<file path="src/hdl/deq_pkg.sv">
package deq_pkg;

  localparam int DEPTH_DEFAULT = 16;
  localparam int DATA_W        = 32;
  localparam int TOTAL_W       = 5;

  localparam logic [2:0] CMD_PUSH_FRONT = 3'd0;
  localparam logic [2:0] CMD_PUSH_BACK  = 3'd1;
  localparam logic [2:0] CMD_POP_FRONT  = 3'd2;
  localparam logic [2:0] CMD_POP_BACK   = 3'd3;
  localparam logic [2:0] CMD_NOP        = 3'd4;

  localparam logic [1:0] ROW_HOLD   = 2'd0;
  localparam logic [1:0] ROW_INSERT = 2'd1;
  localparam logic [1:0] ROW_REMOVE = 2'd2;
  localparam logic [1:0] ROW_APPEND = 2'd3;

  typedef struct packed {
    logic [1:0]               op;
    logic signed [DATA_W-1:0] data;
  } row_ctrl_t;

endpackage

</file>
<file path="src/hdl/deq_cell.sv">
module deq_cell #(
  parameter int CNT_W      = 5,
  parameter int CELL_INDEX = 0
) (
  input  logic                               clk,
  input  deq_pkg::row_ctrl_t                 ctrl,
  input  logic [CNT_W-1:0]                   count,
  input  logic signed [deq_pkg::DATA_W-1:0]  lower_value,
  input  logic signed [deq_pkg::DATA_W-1:0]  upper_value,
  output logic signed [deq_pkg::DATA_W-1:0]  value
);

  logic signed [deq_pkg::DATA_W-1:0] value_r;
  logic signed [deq_pkg::DATA_W-1:0] value_nxt;

  always_comb begin
    value_nxt = value_r;
    case (ctrl.op)
      deq_pkg::ROW_INSERT: value_nxt = lower_value;
      deq_pkg::ROW_REMOVE: value_nxt = upper_value;
      deq_pkg::ROW_APPEND: begin
        if (count == CNT_W'(CELL_INDEX)) value_nxt = ctrl.data;
      end
      default: value_nxt = value_r;
    endcase
  end

  always_ff @(posedge clk) begin
    value_r <= value_nxt;
  end

  assign value = value_r;

endmodule

</file>
<file path="src/hdl/deq_row.sv">
module deq_row #(
  parameter int DEPTH = deq_pkg::DEPTH_DEFAULT,
  parameter int CNT_W = $clog2(DEPTH + 1)
) (
  input  logic                               clk,
  input  deq_pkg::row_ctrl_t                 ctrl,
  input  logic [CNT_W-1:0]                   count,
  output logic signed [deq_pkg::DATA_W-1:0]  head_value
);

  logic signed [deq_pkg::DATA_W-1:0] cell_value [DEPTH];

  for (genvar i = 0; i < DEPTH; i++) begin : g_cell
    logic signed [deq_pkg::DATA_W-1:0] lower;
    logic signed [deq_pkg::DATA_W-1:0] upper;

    if (i == 0) begin : g_first
      assign lower = ctrl.data;
    end else begin : g_mid_lo
      assign lower = cell_value[i-1];
    end

    if (i == DEPTH - 1) begin : g_last
      assign upper = cell_value[i];
    end else begin : g_mid_hi
      assign upper = cell_value[i+1];
    end

    deq_cell #(
      .CNT_W      (CNT_W),
      .CELL_INDEX (i)
    ) u_cell (
      .clk         (clk),
      .ctrl        (ctrl),
      .count       (count),
      .lower_value (lower),
      .upper_value (upper),
      .value       (cell_value[i])
    );
  end

  assign head_value = cell_value[0];

endmodule

</file>
<file path="src/hdl/double_ended_queue.sv">
// Latency: a result appears on the cycle after its command transaction.
// Throughput: one command per cycle while out_ready is high; two rows
// of DEPTH cells, one aligned to the front, one to the back, shift or load.
// Reset (synchronous, active low) empties the queue and drops any pending
// result; cell contents are not cleared.
module double_ended_queue #(
  parameter int DEPTH = deq_pkg::DEPTH_DEFAULT
) (
  input  logic                               clk,
  input  logic                               rst_n,
  input  logic                               in_valid,
  output logic                               in_ready,
  input  logic [2:0]                         in_cmd,
  input  logic signed [deq_pkg::DATA_W-1:0]  in_data_in,
  output logic                               out_valid,
  input  logic                               out_ready,
  output logic                               out_ok,
  output logic signed [deq_pkg::DATA_W-1:0]  out_front_value,
  output logic signed [deq_pkg::DATA_W-1:0]  out_back_value,
  output logic [deq_pkg::TOTAL_W-1:0]        out_entry_total,
  output logic                               out_is_empty,
  output logic                               out_is_full
);

  localparam int CNT_W = $clog2(DEPTH + 1);

  logic [CNT_W-1:0] count_r;
  logic [CNT_W-1:0] count_nxt;
  logic             out_valid_r;
  logic             out_valid_nxt;
  logic             ok_r;
  logic             ok_nxt;
  logic             fire;
  logic             empty;
  logic             full;

  deq_pkg::row_ctrl_t front_ctrl;
  deq_pkg::row_ctrl_t back_ctrl;

  logic signed [deq_pkg::DATA_W-1:0] front_head;
  logic signed [deq_pkg::DATA_W-1:0] back_head;
  logic [CNT_W+deq_pkg::TOTAL_W-1:0] count_ext;

  assign in_ready = !out_valid_r || out_ready;
  assign fire     = in_valid && in_ready;
  assign empty    = (count_r == '0);
  assign full     = (count_r == CNT_W'(DEPTH));

  always_comb begin
    front_ctrl.op   = deq_pkg::ROW_HOLD;
    front_ctrl.data = in_data_in;
    back_ctrl.op    = deq_pkg::ROW_HOLD;
    back_ctrl.data  = in_data_in;
    ok_nxt          = ok_r;
    count_nxt       = count_r;
    if (fire) begin
      ok_nxt = 1'b1;
      case (in_cmd)
        deq_pkg::CMD_PUSH_FRONT: begin
          if (full) begin
            ok_nxt = 1'b0;
          end else begin
            front_ctrl.op = deq_pkg::ROW_INSERT;
            back_ctrl.op  = deq_pkg::ROW_APPEND;
            count_nxt     = count_r + CNT_W'(1);
          end
        end
        deq_pkg::CMD_PUSH_BACK: begin
          if (full) begin
            ok_nxt = 1'b0;
          end else begin
            front_ctrl.op = deq_pkg::ROW_APPEND;
            back_ctrl.op  = deq_pkg::ROW_INSERT;
            count_nxt     = count_r + CNT_W'(1);
          end
        end
        deq_pkg::CMD_POP_FRONT: begin
          if (empty) begin
            ok_nxt = 1'b0;
          end else begin
            front_ctrl.op = deq_pkg::ROW_REMOVE;
            count_nxt     = count_r - CNT_W'(1);
          end
        end
        deq_pkg::CMD_POP_BACK: begin
          if (empty) begin
            ok_nxt = 1'b0;
          end else begin
            back_ctrl.op = deq_pkg::ROW_REMOVE;
            count_nxt    = count_r - CNT_W'(1);
          end
        end
        default: ok_nxt = 1'b1;
      endcase
    end
  end

  assign out_valid_nxt = fire ? 1'b1 : (out_valid_r && !out_ready);

  always_ff @(posedge clk) begin
    if (!rst_n) begin
      count_r     <= '0;
      out_valid_r <= 1'b0;
    end else begin
      count_r     <= count_nxt;
      out_valid_r <= out_valid_nxt;
    end
  end

  always_ff @(posedge clk) begin
    ok_r <= ok_nxt;
  end

  deq_row #(
    .DEPTH (DEPTH),
    .CNT_W (CNT_W)
  ) u_front_row (
    .clk        (clk),
    .ctrl       (front_ctrl),
    .count      (count_r),
    .head_value (front_head)
  );

  deq_row #(
    .DEPTH (DEPTH),
    .CNT_W (CNT_W)
  ) u_back_row (
    .clk        (clk),
    .ctrl       (back_ctrl),
    .count      (count_r),
    .head_value (back_head)
  );

  assign count_ext       = {{deq_pkg::TOTAL_W{1'b0}}, count_r};
  assign out_valid       = out_valid_r;
  assign out_ok          = ok_r;
  assign out_front_value = empty ? '0 : front_head;
  assign out_back_value  = empty ? '0 : back_head;
  assign out_entry_total = count_ext[deq_pkg::TOTAL_W-1:0];
  assign out_is_empty    = empty;
  assign out_is_full     = full;

  a_count_bound: assert property (@(posedge clk) disable iff (!rst_n)
    count_r <= CNT_W'(DEPTH))
    else $error("entry count above depth");

  a_stall_holds_state: assert property (@(posedge clk) disable iff (!rst_n)
    out_valid_r && !out_ready |=> $stable(count_r) && $stable(ok_r))
    else $error("state moved while result stalled");

  a_pop_empty_fails: assert property (@(posedge clk) disable iff (!rst_n)
    fire && empty && (in_cmd == deq_pkg::CMD_POP_FRONT || in_cmd == deq_pkg::CMD_POP_BACK)
    |=> !ok_r && count_r == '0)
    else $error("pop on empty did not fail cleanly");

  a_push_full_fails: assert property (@(posedge clk) disable iff (!rst_n)
    fire && full && (in_cmd == deq_pkg::CMD_PUSH_FRONT || in_cmd == deq_pkg::CMD_PUSH_BACK)
    |=> !ok_r && count_r == CNT_W'(DEPTH))
    else $error("push on full did not fail cleanly");

endmodule
</file>
<file path="config.mk">
export PLATFORM = sky130hd
export DESIGN_NAME = double_ended_queue
export DESIGN_NICKNAME = d
export VERILOG_FILES = /design/src/hdl/deq_pkg.sv /design/src/hdl/deq_cell.sv /design/src/hdl/deq_row.sv /design/src/hdl/double_ended_queue.sv
export SDC_FILE = /design/constraint.sdc
export NUM_CORES = 1
export LEC_CHECK = 0
export ABC_AREA = 1
export CORE_ASPECT_RATIO = 1.2
export CORE_MARGIN = 2
export CORE_UTILIZATION = 37
export DETAILED_ROUTE_END_ITERATION = 10
export DONT_BUFFER_PORTS = 1
export HOLD_SLACK_MARGIN = 0.05
export MAX_ROUTING_LAYER = met4
export PLACE_DENSITY = 0.48
export SLEW_MARGIN = 15
export SYNTH_ARGS = -nofsm -noshare
export SYNTH_HDL_FRONTEND = slang
export SYNTH_HIERARCHICAL = 1
export SYNTH_SLANG_ARGS = --single-unit
</file>
<file path="constraint.sdc">
create_clock -name clk -period 15.9 [get_ports clk]
set_input_delay 2.385 -clock clk [delete_from_list [all_inputs] [get_ports clk]]
set_output_delay 2.385 -clock clk [all_outputs]
set_load 0.01 [all_outputs]
</file>
; ---- After elaboration in Yosys (flattened, before gate mapping)
; Cells that the tools add are included.
[word_totals]
out_inout_bits = 74
ff_bits = 1031
word_cells = 207
input_bits = 39
latchBits = 0
ramBits = 0
romBits = 0
mem_count = 0
[classes]
mul = 0
div_mod_pow = 0
magnitude_cmp = 0
reduce_logical = 47
shifts = 0
n_addsub = 2
bitwise = 0
n_mux = 64
eq_ne = 59
[op_table]
columns = operator, n
row1 = $pmux 32 s3, 30
row2 = $mux 32, 18
row3 = $pmux 32 s2, 2
row4 = $reduce_and 2->1, 32
row5 = $eq 5x4->1 const B, 8
row6 = $ne 2x2->1 const B, 19
row7 = $ne 2x1->1 const B, 15
row8 = $eq 5x3->1 const B, 4
row9 = $pmux 2 s3, 2
row10 = $eq 5x2->1 const B, 2
row11 = $mux 5, 2
row12 = $pmux 5 s2, 1
row13 = $eq 2x2->1 const B, 4
row14 = $mux 2, 4
row15 = $eq 3x2->1 const B, 2
row16 = $reduce_bool 2->1, 3
row17 = $reduce_bool 3->1, 2
row18 = $add 5x1->5 const B, 1
row19 = $eq 5x1->1 const B, 1
row20 = $eq 5x5->1 const B, 1
row21 = $logic_not 5->1, 1
row22 = $sub 5x1->5 const B, 1
row23 = $eq 2x1->1 const B, 2
row24 = $mux 1, 4
row25 = other kinds (8), 11

; ---- Depth between registers and ports, before layout
; Gate-level depths: netlist of run 1.
[logic_depth]
ltp_word = 7
mapped_depth = 14
ltp_nobuf = 14

; ---- Cells and area by module
; Netlist of run 1, hierarchy kept.
[modules_own_cells]
columns = mod, area_per_inst_um2, n_inst, cells_per_inst, seq_area_each_um2
row1 = deq_cell (u_back_row.g_cell[4].u_cell ...), 1657.8, 18, 183, 960.9
row2 = deq_cell (u_back_row.g_cell[10].u_cell ...), 1675.4, 6, 183, 960.9
row3 = deq_cell (u_back_row.g_cell[13].u_cell ...), 1679.1, 2, 184, 960.9
row4 = deq_cell (u_front_row.g_cell[13].u_cell ...), 1661.6, 2, 184, 960.9
row5 = deq_cell (u_front_row.g_cell[0].u_cell), 1866.8, 1, 250, 960.9
row6 = deq_cell (u_back_row.g_cell[15].u_cell), 1674.1, 1, 183, 960.9
row7 = deq_cell (u_back_row.g_cell[0].u_cell), 1671.6, 1, 182, 960.9
row8 = deq_cell (u_front_row.g_cell[15].u_cell), 1656.6, 1, 183, 960.9
row9 = double_ended_queue, 1127.3, 1, 226, 150.1

; ---- Least setup slack after synthesis of run 1
; No wires, ideal clock.
[synth_timing]
path_kind = input -> register
start = input port out_ready
end = register u_front_row.g_cell[15].u_cell.value_r (netlist bit u_front_row/g_cell[15].u_cell/value[0]), enable pin
t_arrival_ns = 6.489
path_stages = 12
path_slack_ns = 9.022
path_buffers = 1
required_time_ns = 15.511
setup_time_ns = 0.389
path_cell_list = inv_1 -> nand2_2 -> nand2_1 -> nor2_2 -> inv_1 -> o31ai_1 -> ha_1 -> buf_4 -> nand2_1 -> nor2_1 -> nand2_1 -> nand2_1
[synth_lines]
columns = element, line_no
row1 = from (decl), double_ended_queue.sv:16  ; input logic out_ready,
row2 = to (signal assigned), deq_cell.sv:29  ; value_r <= value_nxt;
row3 = to (decl), deq_cell.sv:13  ; logic signed [deq_pkg::DATA_W-1:0] value_r;

; ---- Worst setup path after layout of run 1
[layout_timing]
start = register count_r[1], in the netlist out_entry_total[1]
end = output port out_back_value[8] in the netlist's numbering
[layout_between]
elab_chain_cells = 2
[layout_rtl]
columns = element, line_no
row1 = from (decl), double_ended_queue.sv:27  ; logic [CNT_W-1:0] count_r;
row2 = from (signal assigned), double_ended_queue.sv:105  ; count_r <= count_nxt;
row3 = $logic_not 5->1, double_ended_queue.sv:46  ; assign empty = (count_r == '0);
row4 = named net out_is_empty, double_ended_queue.sv:21  ; output logic out_is_empty,
row5 = $mux 32, double_ended_queue.sv:138  ; assign out_back_value = empty ? '0 : back_head;
row6 = to (decl), double_ended_queue.sv:19  ; output logic signed [deq_pkg::DATA_W-1:0] out_back_value,
; The timed path passes the listed nets, and every way through them passes these cells.

==> results.md, run 1 <==
* Status: finished clean
* GP Congestion at 0.8002
* Crit-path leading delay family: buffers and inverters
* Total Routing Usage GR at 0.2009
* Iter 0 DRT Violations at 4078
* Initial antenna violation count at 1
* Synth Net Count at 6258
* Max_slew headroom at 0.2638
* First-pass GRT wire length at 232300 um
* Num rows at 154
* TNS Setup at 0 ns
* Final period util at 0.3308
* CTS H-tree lvls at 3
* CTS tree: built
* Share of layout cells above drive strength 1 at 0.07276
* Final Instance Area at 0.05824 sq mm
* Pins over their slew limit at 0
* Critical path type: flop to output port
* GR Overflow Total at 0
* Worst stage delay on the critical path at 0.74 ns
* Minimum clock period at 5.259 ns
* Commonest non-fill, non-tap cell in the layout: nand2_1
* Via-to-Cell Ratio at 4.938
* P per Cell Area at 106.5 mW/mm^2
* Setup violations, final at 0
* Total die area at 0.1506 sq mm
* Routed vias at 39760
* Worst Hold Class: flop to flop
* CTS Sinks at 1031
* Leakage power at 22.94 nW
* Synthesized area at 0.05457 sq mm
* Max Buffers Root-to-Sink at 3
* Synth top area share at 0.5640
* Area contributors post-synth: edfxtp_1 56%, nand2_1 22%, nand3_1 9.4%
* Placed inst area at 0.05483 sq mm
* CP max-delay cell: inv_2
* Total setup buffers inserted after CTS at 0
* Max-cap viol count at 0
* Synth Register Bits at 1031
* Final Util at 0.3972
* Drt first pass iters at 6
* Clock Pin Slew Worst Setup and Hold Paths at 0.06 ns
* Worst VDD drop at 0.07206 mV
* Final setup margin at 10.64 ns
* Most used cell, CP: inv_1
* Commonest cells after routing, fill and taps aside: 3217 x nand2_1, 1029 x nand3_1, 1025 x edfxtp_1, 172 x inv_1, 113 x clkbuf_16
* Drt wl/cell at 18.49 um
* Core area at 0.1466 sq mm
* Final Hold Viols at 0
* Routed wl met3 at 10430 um
* Worst Path Buf+Inv at 3
* Hpwl dp at 101300 um
* Clock buffer count from CTS at 111
* Top-level port count at 113
* Sequential area share after synthesis at 0.5662
* Avg Inst Size Synth at 8.870 sq um
* Antenna-violating nets left at 0
* WP data arrival at 2.87 ns
* Slew @ Worst Pin at 1.104 ns
* Port bufs at 0
* Hold buffer count at cts at 0
* Chip Height at 424.7 um
* Max FO, Critical Path at 66
* Vias in the first global route at 36850
* Synth unique cells at 26
* Met2 wire len at 57560 um
* P&R area growth vs syn at 6.729%
* Critical path, cell by cell: inv_1 > nand4_4 > nor2_4 > inv_2 > nand2_1 > inv_1
* Final WL at 148900 um
* Post-Layout Cell Count at 8053
* Skew final at 0.01447 ns
* Yosys warns at 6
* Synth area leader: edfxtp_1
* Die X at 354.6 um
* Worst skew pair latency at 0.71 ns
* DP Worst Slack at 10.18 ns
* Mapped Cells at 6152
* Met1 wire length at 77130 um
* Required @ worst endpoint at 13.52 ns
* RSZ-0062 raised after global routing: false
* Worst setup SP type: flop
* Max Freq at 0.1901 GHz
* Fin nets at 6114
* Root Buffer: clkbuf_16
* # DRC at 0
* Top sig layer: met4
* Critical Path End Type: output port
* Largest net degree at the start of global routing at 67
* Post_cts resized at 0
* Dpl cells at 7845
* Initial Util at 0.3722
==> registers in the layout, indices dropped and copies added (netlist names) <==
signal	flops
out_entry_total	5
out_ok	1
out_valid	1
u_back_row/g_cell.u_cell/value	512
u_front_row/g_cell.u_cell/value	512
==> worst reg2reg max path, cell delays in order (launching register included) <==
cell and delay [ns]:
dfxtp_2 0.63, inv_1 0.17, nand4_4 0.15, nor2_4 0.07, inv_2 0.74, nand4_1 0.28
o31ai_4 0.12, buf_4 0.40, ha_1 0.27, buf_4 0.39, nand2_1 0.10, nor2_1 0.11
nand2_1 0.05, nand2_1 0.11, buf_4 0.40
==> layout make-up <==
type / instances / area (sq um)
repair buffers: 104 / 780.7
inverters: 185 / 694.4
multi-input cells: 4575 / 20010
clock buffers: 137 / 2918
flip-flops and latches: 1031 / 30910
diodes: 1 / 2.502
clock inverters: 70 / 496.7
fillers: 14800 / 88390
well taps: 1950 / 2440
==> routing by layer <==
layer | GRT usage | up-vias
li1 | - | 19950
met1 | 0.3164 | 18410
met2 | 0.2621 | 1274
met3 | 0.02558 | 128
met4 | 0.06236 | 0
met5 | - | -
==> synthesized netlist by cell type <==
| cell | instances |
|---|---|
| buf_2 | 197 |
| nor2_4 | 1 |
| nand4_1 | 4 |
| xor2_1 | 1 |
| inv_2 | 13 |
| buf_4 | 31 |
| o21ai_0 | 2 |
| nor2_8 | 32 |
| a21oi_1 | 6 |
| dfxtp_1 | 6 |
| ha_1 | 67 |
| xnor2_1 | 1 |
| nand3_4 | 1 |
| nand3_1 | 1029 |
| nor2_1 | 73 |
| or2_2 | 32 |
| nand2_1 | 3217 |
| o31ai_1 | 1 |
| buf_8 | 73 |
| nand2_2 | 104 |
| inv_1 | 172 |
| buf_6 | 60 |
| nor2_2 | 2 |
| o21ai_1 | 1 |
| nand4_4 | 1 |
| edfxtp_1 | 1025 |
==> power breakdown <==
part           leakage, nW  total, mW  internal (mW)  switching, mW
logic                 11.8      0.426          0.128          0.297
clock network         1.68       2.49           1.41           1.09
registers             9.51       3.28           3.18         0.0997
==> kinds of logic (layout without fill, tap and decap cells) <==
family                   count (synthesis)  count (layout)  share of synthesized area
AND/OR/NAND/NOR                       4496            4496                     0.3496
flip-flops                            1031            1031                     0.5662
buffers and inverters                  546             496                    0.06752
adder cells (fa/ha/maj)                 67              67                    0.01536
AO/OA/AOI/OAI                           10              10                  0.0009630
XOR/XNOR                                 2               2                  0.0003210
other                                    0               1                          0
==> metrics by stage <==
| stage | total power, mW | hold slack [ns] |
|---|---|---|
| 6_report | 6.201 | 0.5634 |
| 5_1_grt | 6.454 | 0.5783 |
| 4_1_cts | 6.282 | 0.5646 |
| 3_5_place_dp | 3.766 | 0.5469 |
| 3_3_place_gp | 3.757 | 0.5423 |
| 2_1_floorplan | 3.646 | 0.5234 |
==> path summary, 6_finish.rpt <==
check	startpoint	to	slack, ns	depth (start not counted)
hold reg to reg	u_back_row/g_cell[15].u_cell/value[18]	u_back_row/g_cell[14].u_cell/value[18]	0.56	2
setup / recovery	out_entry_total[1]	out_back_value[8]	10.64	6
hold / removal	u_back_row/g_cell[15].u_cell/value[18]	u_back_row/g_cell[14].u_cell/value[18]	0.56	2
setup reg to reg	out_entry_total[1]	u_front_row/g_cell[15].u_cell/value[8]	11.52	14
No activity file was read; power rests on OpenSTA's default activity.
==> inputs of run 2 (changes only) <==
==> constraint.sdc (replaced) <==
create_clock -name clk -period 5.1 [get_ports clk]
set_input_delay 0.765 -clock clk [delete_from_list [all_inputs] [get_ports clk]]
set_output_delay 0.765 -clock clk [all_outputs]
set_load 0.01 [all_outputs]
==> run 2 against run 1 <==
Sequential cell count stayed put. Critical endpoint is now u_back_row/g_cell[14].u_cell/value[21]. Critical path depth is 6 higher. Hold slack worse by 0.37 ns. Setup slack worse by 9.0 ns. Die area stayed put. Combinational power grew to 3.1 times the previous value. Critical path type is now flop to flop. Clock power grew to 3.1 times the previous value. Non-clock buffer count is 6 higher.
==> results.md, run 2 (synthesized netlist as in run 1, its figures left out) <==
* Max Buffers Root-to-Sink at 3 (unchanged)
* CTS Sinks at 1031 (unchanged)
* Hpwl dp at 99130 um (was 101300 um)
* Clock power share at 0.404 (was 0.402)
* RSZ-0062 raised after global routing: false (unchanged)
* Drt first pass iters at 5 (was 6)
* Worst VDD drop at 0.2556 mV (was 0.07206 mV)
* Share of layout cells above drive strength 1 at 0.07452 (was 0.07276)
* P&R area growth vs syn at 6.910% (was 6.729%)
* Switching part of the total at 0.2390 (was 0.2394)
* Skew final at 0.02216 ns (was 0.01447 ns)
* Commonest cells after routing, fill and taps aside: 3217 x nand2_1, 1029 x nand3_1, 1025 x edfxtp_1, 172 x inv_1, 114 x clkbuf_16 (was 3217 x nand2_1, 1029 x nand3_1, 1025 x edfxtp_1, 172 x inv_1, 113 x clkbuf_16)
* Critical Path End Type: flop (was output port)
* DP Worst Slack at 1.600 ns (was 10.18 ns)
* First-pass GRT wire length at 227100 um (was 232300 um)
* Slew @ Worst Pin at 0.6795 ns (was 1.104 ns)
* Total power draw at 19.36 mW (was 6.201 mW)
* # DRC at 0 (unchanged)
* Clock Pin Slew Worst Setup and Hold Paths at 0.06 ns (about the same)
* Worst stage delay on the critical path at 0.57 ns (was 0.74 ns)
* Total Routing Usage GR at 0.1958 (was 0.2009)
* Iter 0 DRT Violations at 3650 (was 4078)
* Vias in the first global route at 36490 (was 36850)
* Final setup margin at 1.677 ns (was 10.64 ns)
* Final WL at 145500 um (was 148900 um)
* CTS H-tree lvls at 3 (unchanged)
* Root Buffer: clkbuf_16 (unchanged)
* Fill cell count at 14720 (was 14800)
* Core area at 0.1466 sq mm (unchanged)
* Num rows at 154 (unchanged)
* P_sw at 4.626 mW (was 1.484 mW)
* Fin nets at 6119 (was 6114)
* Max_slew headroom at 0.5422 (was 0.2638)
* Port bufs at 0 (unchanged)
* Critical path type: flop to flop (was flop to output port)
* Worst skew pair latency at 0.71 ns (about the same)
* P per Cell Area at 331.8 mW/mm^2 (was 106.5 mW/mm^2)
* Routed wl met3 at 9465 um (was 10430 um)
* R2R Setup Slk at 1.68 ns (was 11.52 ns)
* Internal at 14.73 mW (was 4.717 mW)
* Chip Height at 424.7 um (unchanged)
* Max-cap viol count at 0 (unchanged)
* Comb power frac at 0.069 (about the same)
* Flop pwr share at 0.528 (was 0.529)
* Clock buffer count from CTS at 110 (was 111)
* Via-to-Cell Ratio at 4.863 (was 4.938)
* Setup violations, final at 0 (unchanged)
* Die X at 354.6 um (unchanged)
* Worst Hold Class: input pin to flop (was flop to flop)
* Required @ worst endpoint at 5.44 ns (was 13.52 ns)
* Hold path startpoint: in_valid (was u_back_row/g_cell[15].u_cell/value[18])
* Hold buffer count at cts at 0 (unchanged)
* TNS Setup at 0 ns (unchanged)
* GP Congestion at 0.7797 (was 0.8002)
* Pins over their slew limit at 0 (unchanged)
* Minimum clock period at 3.423 ns
* Total die area at 0.1506 sq mm (unchanged)
* WP data arrival at 3.76 ns (was 2.87 ns)
* WHS Endpoint: out_valid (was u_back_row/g_cell[14].u_cell/value[18])
* Drt wl/cell at 18.05 um (was 18.49 um)
* Commonest non-fill, non-tap cell in the layout: nand2_1 (unchanged)
* Final Hold Viols at 0 (unchanged)
* Register area at 0.03091 sq mm (unchanged)
* Final period util at 0.6712
* Max Freq at 0.2921 GHz
* Max FO, Critical Path at 34 (was 66)
* Initial antenna violation count at 1 (unchanged)
* Status: finished clean (unchanged)
* Post_cts resized at 0 (unchanged)
* Initial Util at 0.3722 (unchanged)
* Antenna-violating nets left at 0 (unchanged)
* GR Overflow Total at 0 (unchanged)
* RR Endpoint: u_back_row/g_cell[14].u_cell/value[21] (was u_front_row/g_cell[15].u_cell/value[8])
* Worst setup SP type: flop (unchanged)
* Top-level port count at 113 (unchanged)
* Met2 wire len at 57700 um (was 57560 um)
* Top sig layer: met4 (unchanged)
* CP max-delay cell: o21ai_0 (was inv_2)
* R2R depth at 12 (was 14)
* CTS tree: built (unchanged)
* Met1 wire length at 74620 um (was 77130 um)
* Multi-input logic area at 0.02001 sq mm (unchanged)
* Crit-path leading delay family: buffers and inverters (unchanged)
* Critical path, cell by cell: inv_1 > nand4_4 > o21ai_0 > nor2_2 > nand2_1 > nand2_1 > buf_4 > ha_1 > buf_4 > or2_2 > nand2_1 > buf_4 (was inv_1 > nand4_4 > nor2_4 > inv_2 > nand2_1 > inv_1)
* Worst Path Buf+Inv at 4 (was 3)
* Routed vias at 39180 (was 39760)
* Largest net degree at the start of global routing at 65 (was 67)
* Total setup buffers inserted after CTS at 0 (unchanged)
* Hold path cells at 2 (unchanged)
* Worst r2r src: out_entry_total[3] (was out_entry_total[1])
* Leakage power at 23.00 nW (was 22.94 nW)
## run 2: changes by cell type in the layout (fill, tap and decap cells not counted), moves of 2 or more
cell,change
buf_12,+2
inv_6,-2
clkbuf_1,-6
buf_4,+4
clkinv_2,+3
## run 2: per-stage QoR
stage / cell area, sq um / util / hold slack, ns / instances
2_1_floorplan: 54580 / - / 0.5234 / 6152
3_3_place_gp: 54900 / 0.3744 / 0.5338 / 7851
3_5_place_dp: 54900 / 0.3744 / 0.5426 / 7851
4_1_cts: 58340 / 0.3979 / 0.1232 / 8056
5_1_grt: 58340 / 0.3979 / 0.1638 / 8057
6_report: 58340 / 0.3979 / 0.1977 / 8057
## run 2: worst max-delay path by stage
| stage | end | depth (start not counted) | slack (ns) | from |
|---|---|---|---|---|
| 6_report | u_back_row/g_cell[14].u_cell/value[21] | 12 | 1.68 | out_entry_total[3] |
| 4_1_cts | u_back_row/g_cell[14].u_cell/value[21] | 12 | 1.67 | out_entry_total[3] |
| 3_3_place_gp | u_front_row/g_cell[15].u_cell/value[10] | 12 | 1.63 | out_ready |
| 3_5_place_dp | u_front_row/g_cell[15].u_cell/value[11] | 12 | 1.60 | out_ready |
| 5_1_grt | u_back_row/g_cell[15].u_cell/value[4] | 12 | 1.48 | out_entry_total[3] |
| 2_1_floorplan | u_back_row/g_cell[15].u_cell/value[0] | 12 | -0.0008 | out_entry_total[1] |
## run 2: worst reg2reg max path: stages, from the launching register on
cell	delay [ns]
dfxtp_2	0.32
inv_1	0.10
nand4_4	0.14
o21ai_0	0.57
nor2_2	0.12
nand2_1	0.09
nand2_1	0.05
buf_4	0.25
ha_1	0.32
buf_4	0.27
or2_2	0.35
nand2_1	0.07
buf_4	0.41
## run 2: area by class of cell
class | count | share of cell area
Antenna cell | 1 | 0.00004289
Clock buffer | 132 | 0.05005
Clock inverter | 73 | 0.008964
Inverter | 185 | 0.01190
Multi-Input combinational cell | 4575 | 0.3429
Sequential cell | 1031 | 0.5297
Tap cell | 1950 | 0.04182
Timing Repair Buffer | 110 | 0.01458
## run 2: routing by layer
metal	track usage	vias up
met3	0.02511	140
met5	-	-
met4	0.05805	0
met1	0.3049	17990
li1	-	19960
met2	0.2607	1099
## run 2: power by group through the flow
| stage | clock (mW) | sequential, mW | combinational, mW |
|---|---|---|---|
| final | 7.81 | 10.2 | 1.33 |
| after global routing | 8.35 | 10.3 | 1.53 |
| after CTS | 8.04 | 10.2 | 1.35 |
| after detailed placement | 0 | 10.4 | 1.35 |
| after global placement | 0 | 10.4 | 1.32 |
| after floorplan | 0 | 10.3 | 1.11 |
